==> src/sv/adam_pkg.sv <==
`timescale 1ns / 1ps
// ----------------------------------------------------------------------------
// adam_pkg: shared types and constants of the Adam update engine
// Field widths, register indexes, sequencer states and the control bundles
// between the sequencer and the shared divide / root unit.
// ----------------------------------------------------------------------------
package adam_pkg;

   // item and store widths
   localparam int IDX_W   = 12;
   localparam int WORD_W  = 32;
   localparam int R_W     = 48;
   localparam int G2_W    = 47;
   localparam int POW_W   = 33;
   localparam int LR_W    = 24;
   localparam int DEC_W   = 16;
   localparam int EPS_W   = 16;
   localparam int Q_W     = 41;
   localparam int D_W     = 41;
   localparam int REQ_DATA_W = 80;

   // shared multiplier
   localparam int MUL_A_W = 50;
   localparam int MUL_B_W = 24;
   localparam int PROD_W  = MUL_A_W + MUL_B_W + 1;

   // divide / root unit
   localparam int ITER_IN_W  = 96;
   localparam int ITER_REM_W = 44;
   localparam int ITER_Q_W   = 64;
   localparam int ITER_CNT_W = 7;

   // iteration steps (operand bits taken from the top of the shift register down)
   localparam logic [ITER_CNT_W-1:0] STEPS_VHAT  = 7'd64;
   localparam logic [ITER_CNT_W-1:0] STEPS_RHAT  = 7'd80;
   localparam logic [ITER_CNT_W-1:0] STEPS_ROOT  = 7'd40;
   localparam logic [ITER_CNT_W-1:0] STEPS_RATIO = 7'd88;

   localparam logic [Q_W-1:0] RATIO_CAP = {1'b1, {(Q_W-1){1'b0}}};
   localparam logic [POW_W-1:0] POW_ONE = {1'b1, {(POW_W-1){1'b0}}};

   // defaults
   localparam int DEF_WEIGHT_DEPTH = 4096;
   localparam int DEF_BIAS_DEPTH   = 64;
   localparam logic [LR_W-1:0]  LR_RESET  = 24'd16777;
   localparam logic [DEC_W-1:0] MU_RESET  = 16'd58982;
   localparam logic [DEC_W-1:0] RHO_RESET = 16'd65470;
   localparam logic [EPS_W-1:0] EPS_RESET = 16'd2;

   // configuration register indexes
   localparam int CSR_IDX_W = 2;
   localparam logic [CSR_IDX_W-1:0] CSR_LEARNING_RATE = 2'd0;
   localparam logic [CSR_IDX_W-1:0] CSR_FIRST_DECAY   = 2'd1;
   localparam logic [CSR_IDX_W-1:0] CSR_SECOND_DECAY  = 2'd2;
   localparam logic [CSR_IDX_W-1:0] CSR_EPSILON       = 2'd3;

   typedef enum logic [4:0] {
      S_CLEAR, S_IDLE, S_READ,
      S_MUL_V, S_MUL_G, S_MUL_SQH, S_MUL_SQL, S_MUL_R, S_MUL_G2,
      S_MUL_PM, S_MUL_PR,
      S_DV_GO, S_DV_WAIT, S_DR_GO, S_DR_WAIT,
      S_SQ_GO, S_SQ_WAIT, S_DQ_GO, S_DQ_WAIT,
      S_MUL_STEP, S_FINISH
   } state_type;

   typedef struct packed {
      logic                  start;
      logic                  root_mode;
      logic [ITER_CNT_W-1:0] steps;
   } iter_cmd_type;

   typedef struct packed {
      logic done;
      logic over;
   } iter_status_type;

endpackage

==> src/sv/adam_iter.sv <==
`timescale 1ns / 1ps
// ----------------------------------------------------------------------------
// adam_iter: bit-serial restoring divider and square root
// One quotient or root bit per cycle. The operand arrives left-aligned in a
// 96-bit shift register; divide takes one bit a step, root takes two.
// ----------------------------------------------------------------------------
module adam_iter
   import adam_pkg::*;
(
   input  logic                   clock,
   input  logic                   reset,
   input  iter_cmd_type           cmd,
   input  logic [ITER_IN_W-1:0]   operand,
   input  logic [D_W-1:0]         divisor,
   output logic [ITER_Q_W-1:0]    result,
   output iter_status_type        status
);

   logic [ITER_IN_W-1:0]  shift_ff, shift_in;
   logic [ITER_REM_W-1:0] rem_ff, rem_in;
   logic [ITER_Q_W-1:0]   q_ff, q_in;
   logic [ITER_CNT_W-1:0] cnt_ff, cnt_in;
   logic                  busy_ff, busy_in;
   logic                  root_ff, root_in;
   logic                  over_ff, over_in;
   logic                  done_ff, done_in;
   logic [D_W-1:0]        div_ff, div_in;

   logic [ITER_REM_W-1:0] rem_sh;
   logic [ITER_REM_W-1:0] trial;
   logic                  take;

   // one step of the shared subtract and compare
   always_comb begin
      if (root_ff) begin
         rem_sh = {rem_ff[ITER_REM_W-3:0], shift_ff[ITER_IN_W-1 -: 2]};
         trial  = {q_ff[ITER_REM_W-3:0], 2'b01};
      end else begin
         rem_sh = {rem_ff[ITER_REM_W-2:0], shift_ff[ITER_IN_W-1]};
         trial  = ITER_REM_W'(div_ff);
      end
      take = (rem_sh >= trial);
   end

   always_comb begin
      shift_in = shift_ff;
      rem_in   = rem_ff;
      q_in     = q_ff;
      cnt_in   = cnt_ff;
      busy_in  = busy_ff;
      root_in  = root_ff;
      over_in  = over_ff;
      div_in   = div_ff;
      done_in  = 1'b0;
      if (cmd.start) begin
         shift_in = operand;
         rem_in   = '0;
         q_in     = '0;
         cnt_in   = cmd.steps;
         busy_in  = 1'b1;
         root_in  = cmd.root_mode;
         over_in  = 1'b0;
         div_in   = divisor;
      end else if (busy_ff) begin
         shift_in = root_ff ? {shift_ff[ITER_IN_W-3:0], 2'b00}
                            : {shift_ff[ITER_IN_W-2:0], 1'b0};
         rem_in   = take ? rem_sh - trial : rem_sh;
         q_in     = {q_ff[ITER_Q_W-2:0], take};
         // sticky flag: quotient has passed the ratio cap
         if ({q_ff[ITER_Q_W-2:0], take} > ITER_Q_W'(RATIO_CAP)) begin
            over_in = 1'b1;
         end
         cnt_in   = cnt_ff - 1'b1;
         if (cnt_ff == ITER_CNT_W'(1)) begin
            busy_in = 1'b0;
            done_in = 1'b1;
         end
      end
   end

   always_ff @(posedge clock) begin
      if (reset) begin
         busy_ff <= 1'b0;
         done_ff <= 1'b0;
      end else begin
         busy_ff <= busy_in;
         done_ff <= done_in;
      end
      shift_ff <= shift_in;
      rem_ff   <= rem_in;
      q_ff     <= q_in;
      cnt_ff   <= cnt_in;
      root_ff  <= root_in;
      over_ff  <= over_in;
      div_ff   <= div_in;
   end

   assign result      = q_ff;
   assign status.done = done_ff;
   assign status.over = over_ff;

endmodule

==> config.mk <==
export PLATFORM = sky130hd
export DESIGN_NAME = adam_iter
export DESIGN_NICKNAME = d
export VERILOG_FILES = /design/src/sv/adam_pkg.sv /design/src/sv/adam_iter.sv
export SDC_FILE = /design/constraint.sdc
export NUM_CORES = 1
export LEC_CHECK = 0
export ABC_AREA = 0
export BUFFER_PORTS_ARGS = -buffer_cell sky130_fd_sc_hd__buf_2
export CORE_UTILIZATION = 35
export CTS_CLUSTER_DIAMETER = 80
export CTS_CLUSTER_SIZE = 25
export DETAILED_ROUTE_END_ITERATION = 10
export GPL_TIMING_DRIVEN = 0
export SYNTH_ARGS = -nofsm -noshare
export SYNTH_HDL_FRONTEND = slang
export SYNTH_SLANG_ARGS = --single-unit
==> constraint.sdc <==
create_clock -name clock -period 4.02 [get_ports clock]
set_clock_uncertainty 0.05 [all_clocks]
set_input_delay 0.603 -clock clock [delete_from_list [all_inputs] [get_ports clock]]
set_output_delay 0.603 -clock clock [all_outputs]
set_load 0.02 [all_outputs]
==> flow_summary_export.csv, run 1 <==
group,metric,value,unit
global_route,grt_pass1_wl,63300,um
synth,ys.flop_type,"edfxtp_1",
timing,setup_viol,0,
finish,fin_util,0.430,
drt,routedWlPerCell,18.9,um
synth,async_reset_ff_frac,0,
worst_setup_path,cpLargestDelayFamily,"compound AO/OA/AOI/OAI gates",
clocking,cts.sinks,255,
synth,synthesis.area,14300,sq um
worst_setup_path,crit_path_end_kind,"flip-flop",
die,core,40000,sq um
drt,firstDrtPassIters,5,
timing,hold_viol,0,
worst_setup_path,crit_fanout,10,
worst_setup_path,crit_path_top_delay_cell,"edfxtp_1",
synth,ys.warnings.count,0,
global_route,overflow,0,
drt,antenna_left,0,
synth,ys_seq_area_frac,0.459,
synth,yosys.cell_types.count,74,
drt,vias,11541,
worst_setup_path,max_stage_delay,520,ps
global_route,antenna_found_initial,3,
finish,final_common_cell,"buf_2",
synth,synth_edf_count,145,
die,io_pins,214,
place,io_buffers,213,
worst_setup_path,cp-startpoint,"root_ff$_DFFE_PP_",
clocking,clk_latency,550,ps
drt,routed_wl,41400,um
synth,synth_nets,1601,
worst_setup_path,cp.arrival,4350,ps
run,max_cap_violations,0,
drt,vias_per_cell,5.26,
timing,rsz0062_at_grt,"true",
clocking,cts_made_buffers,21,
worst_setup_path,r2r_start,"root_ff$_DFFE_PP_",
worst_setup_path,worstSetupStartpointType,"flip-flop",
finish,drive_above_1_share,0.231,
worst_setup_path,crit_type,"reg -> reg",
hold_path,hold_path_class,"in -> reg",
finish,syn_to_final_growth,20.5,%
finish,final_nets,1849,
clocking,path_clk_slew,90,ps
die,die-area,41600,sq um
drt,met3_wirelength,2140,um
timing,worst_slew_pin_slew,1000,ps
drt,met1_length,19100,um
place,routabilityCongestion,0.879,
global_route,grt_util_all_layers,0.193,
clocking,clock_path_buffers,3,
power_and_ir_drop,power.leakage,7.27,nW
place,hpwl,30600,um
timing,fin_crit,3940,ps
timing,max_clock_freq,254,MHz
die,die_w,204,um
outcome,status,"finished clean",
finish,layout_common_cells,"215 x buf_2, 207 x mux2i_1, 161 x nand2_1",
die,initial_core_util,0.357,
clocking,hold_buffers,0,
worst_setup_path,worstPathCellList,"buf_6 > clkbuf_16 > buf_12 > mux2i_4 > ha_4 > a21o_1 > a211o_1 > o211ai_4 > o211ai_4 > a41oi_4 > o41a_1 > mux2i_1 > a31o_1 > a311oi_1",
global_route,grt_pass1_vias,11331,
clocking,tritoncts,"yes",
timing,timing.hold.ws,181,ps
die,fp-row-count,73,
drt,dr_wl_met2,19300,um
drt,dr.first_iter.drc_count,762,
drt,drc,0,
clocking,htree_levels,1,
clocking,cts_root_buffer,"clkbuf_16",
worst_setup_path,crit_buf_inv,3,
power_and_ir_drop,irDropWorstVdd,0.329,mV
synth,synth_cells,1406,
synth,avgSynthCellArea,10.2,sq um
synth,ys_ff_latch,255,
global_route,grt_max_degree,64,
drt,topRoutingLayerUsed,"met5",
timing,maxSlewHeadroom,0.323,
power_and_ir_drop,powerDensity,516,nW/um^2
worst_setup_path,critPathRequiredTime,4430,ps
timing,slew_violations,0,
timing,fin_crit_sh,0.980,
worst_setup_path,cpMostUsedCell,"o211ai_4",
hold_path,min_from,"divisor[8]",
die,die_h,204,um
==> Yosys cell counts (6+ instances only) <==
cell type	count	area share
mux2i_1	211	0.15
nand2_1	162	0.043
edfxtp_1	145	0.30
o21ai_0	131	0.046
nor2_1	128	0.034
dfxtp_1	110	0.15
clkbuf_1	61	0.016
a21oi_1	57	0.020
ha_1	46	0.040
mux2_2	42	0.033
a211oi_1	25	0.013
inv_1	23	0.0060
xnor2_1	23	0.014
nor4_1	19	0.0083
buf_1	18	0.0047
xor2_1	15	0.0092
a21o_1	11	0.0058
nand4_1	11	0.0048
nor3_1	11	0.0039
a31oi_1	9	0.0039
nand3_1	9	0.0032
o21a_1	9	0.0047
o21bai_1	8	0.0042
a311oi_1	7	0.0043
and3_1	7	0.0031
nand2b_1	7	0.0031
a21boi_0	6	0.0032
o21ai_2	6	0.0037
==> worst register-to-register path, stage by stage, from the launching register on <==
cell and delay, ps:
edfxtp_1 520, buf_6 170, clkbuf_16 180, buf_12 200, mux2i_4 290, ha_4 240
a21o_1 210, a211o_1 320, o211ai_4 290, o211ai_4 150, a41oi_4 310, o41a_1 350
mux2i_1 120, a31o_1 210, a311oi_1 260
==> routing by layer <==
metal,vias up,GRT usage
met2,294,0.323
met1,5531,0.262
met3,49,0.0285
met4,6,0.0440
met5,-,0
li1,5661,-
==> final cells by class <==
| type | count | area, sq um |
|---|---|---|
| Tap cell | 525 | 657 |
| Multi-Input combinational cell | 1037 | 7450 |
| Fill cell | 3939 | 22800 |
| Clock buffer | 23 | 533 |
| Inverter | 23 | 88.8 |
| Antenna cell | 2 | 5.00 |
| Buffer | 87 | 503 |
| Sequential cell | 255 | 6560 |
| Timing Repair Buffer | 229 | 1220 |
| Clock inverter | 15 | 189 |
==> final timing paths <==
check                                          endpoint  slack, ps  cells after the start
worst max register to register  rem_ff[39]$_SDFFE_PP0P_         80                     14
worst max-delay path            rem_ff[39]$_SDFFE_PP0P_         80                     14
worst min register to register   rem_ff[1]$_SDFFE_PP0P_        440                      2
worst min-delay path                div_ff[8]$_DFFE_PP_        180                      1
==> registers in the layout (all words and copies together), names as in the netlist <==
| register | cells |
|---|---|
| shift_ff | 96 |
| result | 64 |
| rem_ff | 43 |
| div_ff | 41 |
| cnt_ff | 7 |
| busy_ff | 1 |
| done_ff | 1 |
| over_ff | 1 |
| root_ff | 1 |
==> through the flow <==
stage	worst slack, ps	instance area, sq um	power (W)	TNS [ps]	cells
2_1_floorplan	30.1	14300	0.00558	0	1406
3_5_place_dp	-1710	16000	0.00641	-121370	2145
6_report	80.4	17200	0.00887	0	2196
4_1_cts	0.729	17000	0.00873	0	2188
5_1_grt	-30.4	17200	0.00936	-57.7	2194
3_3_place_gp	-2690	16000	0.00637	-341840	2144
==> timing repair <==
action / in CTS / in global routing
resized for setup: 46 / 29
endpoints found under the setup margin: 108 / 40
pin swaps: 4 / 10
buffers inserted: 5 / 10
hold endpoints to repair: 0 / 0
==> logic make-up (layout without fill, tap and decap cells) <==
logic type / after synthesis / in the layout / share of synthesized area
adders and majority gates: 47 / 47 / 0.0417
and+or+nand+nor: 379 / 379 / 0.115
buffers and inverters: 114 / 377 / 0.0338
xor gates and xnor gates: 38 / 38 / 0.0233
DFF: 255 / 255 / 0.459
AOI/OAI and AO/OA: 320 / 320 / 0.146
other: 0 / 2 / 0
muxes: 253 / 253 / 0.181
==> power breakdown <==
group / internal [W] / switching [W]
Clock: 0.00104 / 0.00115
Combinational: 0.00146 / 0.00202
Sequential: 0.00304 / 0.000148
Total: 0.00555 / 0.00332
Power figures use the tool's default switching activity.
==> run 2, diff against run 1 <==
ABC_CLOCK_PERIOD_IN_PS = 4019   (was not set)
CORE_UTILIZATION = 52   (was 35)
GPL_TIMING_DRIVEN = not set   (was 0)
PLACE_DENSITY = 0.77   (was not set)
==> flow_summary_export.csv, run 2 (synthesis results as in run 1) <==
group,metric,value,unit
outcome,status,"finished clean",
worst_setup_path,r2r_slack,200,ps
hold_path,min_delay_worst_endpoint,"busy_ff$_SDFF_PP0_",
power_and_ir_drop,sw_frac_of_total,0.360,
worst_setup_path,r2r_start,"root_ff$_DFFE_PP_",
die,die_w,168,um
timing,setup_viol,0,
global_route,grt_pass1_vias,10452,
worst_setup_path,crit_path_end_kind,"flip-flop",
clocking,clock_path_buffers,3,
worst_setup_path,cpMostUsedCell,"o211a_4",
hold_path,worstHoldPathCells,2,
worst_setup_path,max_stage_delay,420,ps
run,max_cap_violations,0,
finish,drive_above_1_share,0.218,
timing,worst_slew_pin_slew,1170,ps
power_and_ir_drop,power_frac_seq,0.400,
power_and_ir_drop,power_frac_comb,0.395,
worst_setup_path,rr_endpoint,"rem_ff[9]$_SDFFE_PP0P_",
drt,dr.first_iter.drc_count,1067,
die,die_h,168,um
place,pre_cts_slack,89.2,ps
power_and_ir_drop,power.leakage,6.99,nW
power_and_ir_drop,p_int,0.00511,W
worst_setup_path,cp.arrival,4170,ps
worst_setup_path,ff2ff_path_depth,12,
clocking,clk_latency,510,ps
timing,rsz0062_at_grt,"false",
finish,n_antenna_cell,0,
die,initial_core_util,0.530,
timing,maxSlewHeadroom,0.218,
worst_setup_path,crit_fanout,36,
worst_setup_path,crit_path_top_delay_cell,"o211a_4",
worst_setup_path,crit_type,"reg -> reg",
clocking,cts.sinks,255,
finish,layout_common_cells,"212 x buf_2, 211 x mux2i_1, 162 x nand2_1",
power_and_ir_drop,irDropWorstVdd,0.457,mV
global_route,grt_max_degree,193,
hold_path,min_from,"reset",
global_route,overflow,0,
global_route,grt_pass1_wl,53000,um
timing,finalSetupTns,0,ps
drt,firstDrtPassIters,5,
clocking,tritoncts,"yes",
drt,antenna_left,0,
timing,fin_crit_sh,0.949,
place,placed_area,15600,sq um
timing,max_clock_freq,262,MHz
power_and_ir_drop,netSwitchingPower,0.00287,W
finish,final_common_cell,"buf_2",
worst_setup_path,worstSetupStartpointType,"flip-flop",
timing,setup_ws,204,ps
drt,routedWlPerCell,17.4,um
drt,vias,11177,
timing,slew_violations,0,
finish,stdcell_area,16200,sq um
die,io_pins,214,
die,fp-row-count,60,
finish,final_nets,1770,
finish,largest-register,"shift_ff",
worst_setup_path,worstPathCellList,"buf_4 > buf_12 > mux2_2 > ha_1 > and3_1 > a221oi_4 > o22ai_2 > o211a_4 > o211ai_2 > o211a_4 > a21boi_0 > a211oi_1",
drt,routed_wl,33500,um
place,routabilityCongestion,0.877,
global_route,grt_util_all_layers,0.228,
global_route,antenna_found_initial,1,
clocking,path_clk_slew,100,ps
finish,largest_reg_flops,96,
drt,drc,0,
worst_setup_path,critPathRequiredTime,4380,ps
place,hpwl,23200,um
clocking,hold_buffers,0,
power_and_ir_drop,powerDensity,494,nW/um^2
clocking,cts_root_buffer,"clkbuf_16",
place,io_buffers,213,
die,die-area,28100,sq um
power_and_ir_drop,clkPwrFrac,0.205,
timing,hold_viol,0,
clocking,cts_made_buffers,15,
timing,fin_crit,3820,ps
die,core,27000,sq um
hold_path,hold_path_class,"in -> reg",
finish,fill_cells,2286,
drt,vias_per_cell,5.81,
finish,syn_to_final_growth,13.2,%
clocking,htree_levels,1,
## run 2: worst max-delay path, delay by kind of cell (launching register included)
family	cells	cell delay [ps]
compound gates	7	1980
fa+ha+maj	1	310
buf+inv	2	370
flops	1	370
mux	1	380
simple gates	1	230
## run 2: worst max path at each step
stage                 startpoint                 endpoint  slack (ps)  cells past startpoint
2_1_floorplan  root_ff$_DFFE_PP_     over_ff$_SDFFE_PP0P_          30                     16
3_3_place_gp   root_ff$_DFFE_PP_  rem_ff[21]$_SDFFE_PP0P_         230                     14
3_5_place_dp   root_ff$_DFFE_PP_   rem_ff[9]$_SDFFE_PP0P_          90                     11
4_1_cts        root_ff$_DFFE_PP_   rem_ff[9]$_SDFFE_PP0P_          70                     11
5_1_grt        root_ff$_DFFE_PP_  rem_ff[23]$_SDFFE_PP0P_           8                     12
6_report       root_ff$_DFFE_PP_   rem_ff[9]$_SDFFE_PP0P_         200                     12
## run 2: power by group through the flow
stage / logic (W) / clock network, W / registers (W)
2_1_floorplan: 0.00238 / 0 / 0.00320
3_3_place_gp: 0.00295 / 0 / 0.00324
3_5_place_dp: 0.00298 / 0 / 0.00325
4_1_cts: 0.00300 / 0.00168 / 0.00319
5_1_grt: 0.00345 / 0.00177 / 0.00322
6_report: 0.00315 / 0.00164 / 0.00319
## run 2: layout make-up
cell class | count | area (sq um) | area share
multi-input combinational | 1038 | 7260 | 0.449
inverter | 23 | 88.8 | 0.00550
timing repair buffer | 242 | 1360 | 0.0842
clock inverter | 8 | 66.3 | 0.00410
tap | 341 | 427 | 0.0264
clock buffer | 18 | 397 | 0.0245
sequential | 255 | 6560 | 0.406
## run 2: per-layer routing
metal	track usage	vias up	share of wire
li1	-	5489	-
met1	0.325	5283	0.46
met2	0.373	362	0.46
met3	0.0284	41	0.057
met4	0.0475	2	0.021
met5	0	-	0.00039
## run 2: repair_timing
item	4_1_cts	5_1_grt
resized for setup	0	1
setup endpoints to repair	0	29
hold endpoints to repair	0	0
setup buffers	0	2
## run 2: per-stage QoR
stage	instances	hold WS, ps	util	total power, W
floorplan	1406	387	-	0.00558
global placement	1895	419	0.580	0.00618
detailed placement	1895	436	0.580	0.00623
CTS	1921	183	0.598	0.00788
global route	1925	183	0.600	0.00844
finish	1925	208	0.600	0.00798
==> run 3, diff against run 2 <==
PLACE_DENSITY = 0.79   (was 0.77)
==> flow_summary_export.csv, run 3 (synthesis results as in run 1) <==
group,metric,value,unit
hold_path,min_from,"cmd[7]",
timing,setup_viol,0,
clocking,tritoncts,"yes",
place,placed_area,15600,sq um
clocking,htree_levels,1,
finish,final_common_cell,"buf_2",
finish,layout_common_cells,"212 x buf_2, 211 x mux2i_1, 162 x nand2_1",
clocking,cts_resized,0,
clocking,cts_made_buffers,15,
worst_setup_path,rr_endpoint,"rem_ff[23]$_SDFFE_PP0P_",
timing,max_clock_freq,263,MHz
run,max_cap_violations,0,
worst_setup_path,crit_path_end_kind,"flip-flop",
finish,final_cells,1920,
global_route,grt_max_degree,184,
global_route,grt_pass1_wl,52400,um
finish,fin_util,0.599,
die,die_h,168,um
timing,worst_slew_pin_slew,1170,ps
global_route,grt_util_all_layers,0.226,
timing,hold_viol,0,
drt,antenna_left,0,
clocking,cts_root_buffer,"clkbuf_16",
worst_setup_path,crit_fanout,30,
power_and_ir_drop,powerDensity,496,nW/um^2
hold_path,hold_path_class,"in -> reg",
timing,finalSetupTns,0,ps
timing,slew_violations,0,
worst_setup_path,worstSetupStartpointType,"flip-flop",
die,die-area,28100,sq um
global_route,grt_pass1_vias,10318,
timing,rsz0062_at_grt,"false",
worst_setup_path,cp.arrival,4160,ps
die,fp-row-count,60,
die,initial_core_util,0.530,
power_and_ir_drop,irDropWorstVdd,0.468,mV
drt,dr.first_iter.drc_count,858,
timing,setup_ws,219,ps
worst_setup_path,ff2ff_path_depth,13,
die,core,27000,sq um
worst_setup_path,critPathRequiredTime,4380,ps
global_route,overflow,0,
place,hpwl,23300,um
die,die_w,168,um
drt,drc,0,
die,io_pins,214,
clocking,clock_path_buffers,3,
outcome,status,"finished clean",
place,io_buffers,213,
place,placed_cells,1891,
drt,firstDrtPassIters,5,
finish,stdcell_area,16200,sq um
worst_setup_path,cp-startpoint,"root_ff$_DFFE_PP_",
finish,syn_to_final_growth,13.1,%
timing,fin_crit_sh,0.945,
clocking,cts.sinks,255,
place,pre_cts_slack,156,ps
worst_setup_path,endpoint,"rem_ff[23]$_SDFFE_PP0P_",
drt,routedWlPerCell,17.1,um
drt,vias,11088,
finish,final_nets,1766,
worst_setup_path,r2r_slack,220,ps
finish,drive_above_1_share,0.215,
finish,largest-register,"shift_ff",
place,routabilityCongestion,0.920,
timing,maxSlewHeadroom,0.219,
worst_setup_path,crit_type,"reg -> reg",
power_and_ir_drop,power.leakage,6.98,nW
worst_setup_path,r2r_start,"root_ff$_DFFE_PP_",
finish,largest_reg_flops,96,
drt,routed_wl,32800,um
drt,vias_per_cell,5.78,
finish,n_antenna_cell,0,
clocking,path_clk_slew,100,ps
clocking,clk_latency,500,ps
timing,fin_crit,3800,ps
global_route,antenna_found_initial,0,
run 3: cell count changes in the layout (fill, tap and decap cells not counted), sizes merged:
cell      before  now
clkinvlp       1    0
o211a          4    3
clkbuf        19   22
buf          241  239
inv           27   25
clkinv         3    1
run 3: metrics by stage:
step / power, W / hold WS [ps]
after global routing: 0.00845 / 207
after floorplan: 0.00558 / 387
after global placement: 0.00618 / 418
final: 0.00801 / 225
after CTS: 0.00798 / 204
after detailed placement: 0.00626 / 438
run 3: area by class of cell:
class / count / area, sq um
Tap cell: 341 / 427
Fill cell: 2214 / 10800
Inverter: 23 / 88.8
Multi-Input combinational cell: 1037 / 7250
Clock buffer: 22 / 454
Clock inverter: 3 / 41.3
Timing Repair Buffer: 239 / 1330
Sequential cell: 255 / 6560
run 3: what timing repair did:
item / CTS / global route
hold buffers: 0 / 0
setup buffers: 0 / 4
endpoints found under the setup margin: 0 / 8
run 3: worst min path at each step:
stage	endpoint	cells past startpoint
final	root_ff$_DFFE_PP_	1
after global routing	div_ff[9]$_DFFE_PP_	1
after CTS	busy_ff$_SDFF_PP0_	2
after detailed placement	rem_ff[1]$_SDFFE_PP0P_	2
after global placement	rem_ff[1]$_SDFFE_PP0P_	2
after floorplan	rem_ff[1]$_SDFFE_PP0P_	2
run 3: report_power, final:
group	total, W	internal, W	switching [W]	leakage [nW]
registers	0.00320	0.00304	0.000158	2.36
clock network	0.00171	0.000815	0.000894	0.240
logic	0.00311	0.00135	0.00176	4.38
total	0.00801	0.00520	0.00281	6.98
run 3: routing by layer:
layer  global-route usage  part of all wire  vias to the layer above  wire, um
met5                    0                 0                        -         0
met4               0.0842             0.036                        0      1170
met3               0.0258             0.048                       62      1590
met2                0.358              0.45                      328     14800
met1                0.317              0.47                     5221     15300
li1                     -                 -                     5477         -
run 3: worst max-delay path, stage by stage (launching register included):
cell      delay, ps
edfxtp_1        400
buf_12          190
buf_12          250
mux2_2          380
ha_1            390
nand2_1          90
or3_4           390
nor3_2          230
o211a_4         220
o211ai_2        140
o211a_4         210
buf_4           160
or3_1           360
a311oi_1        240
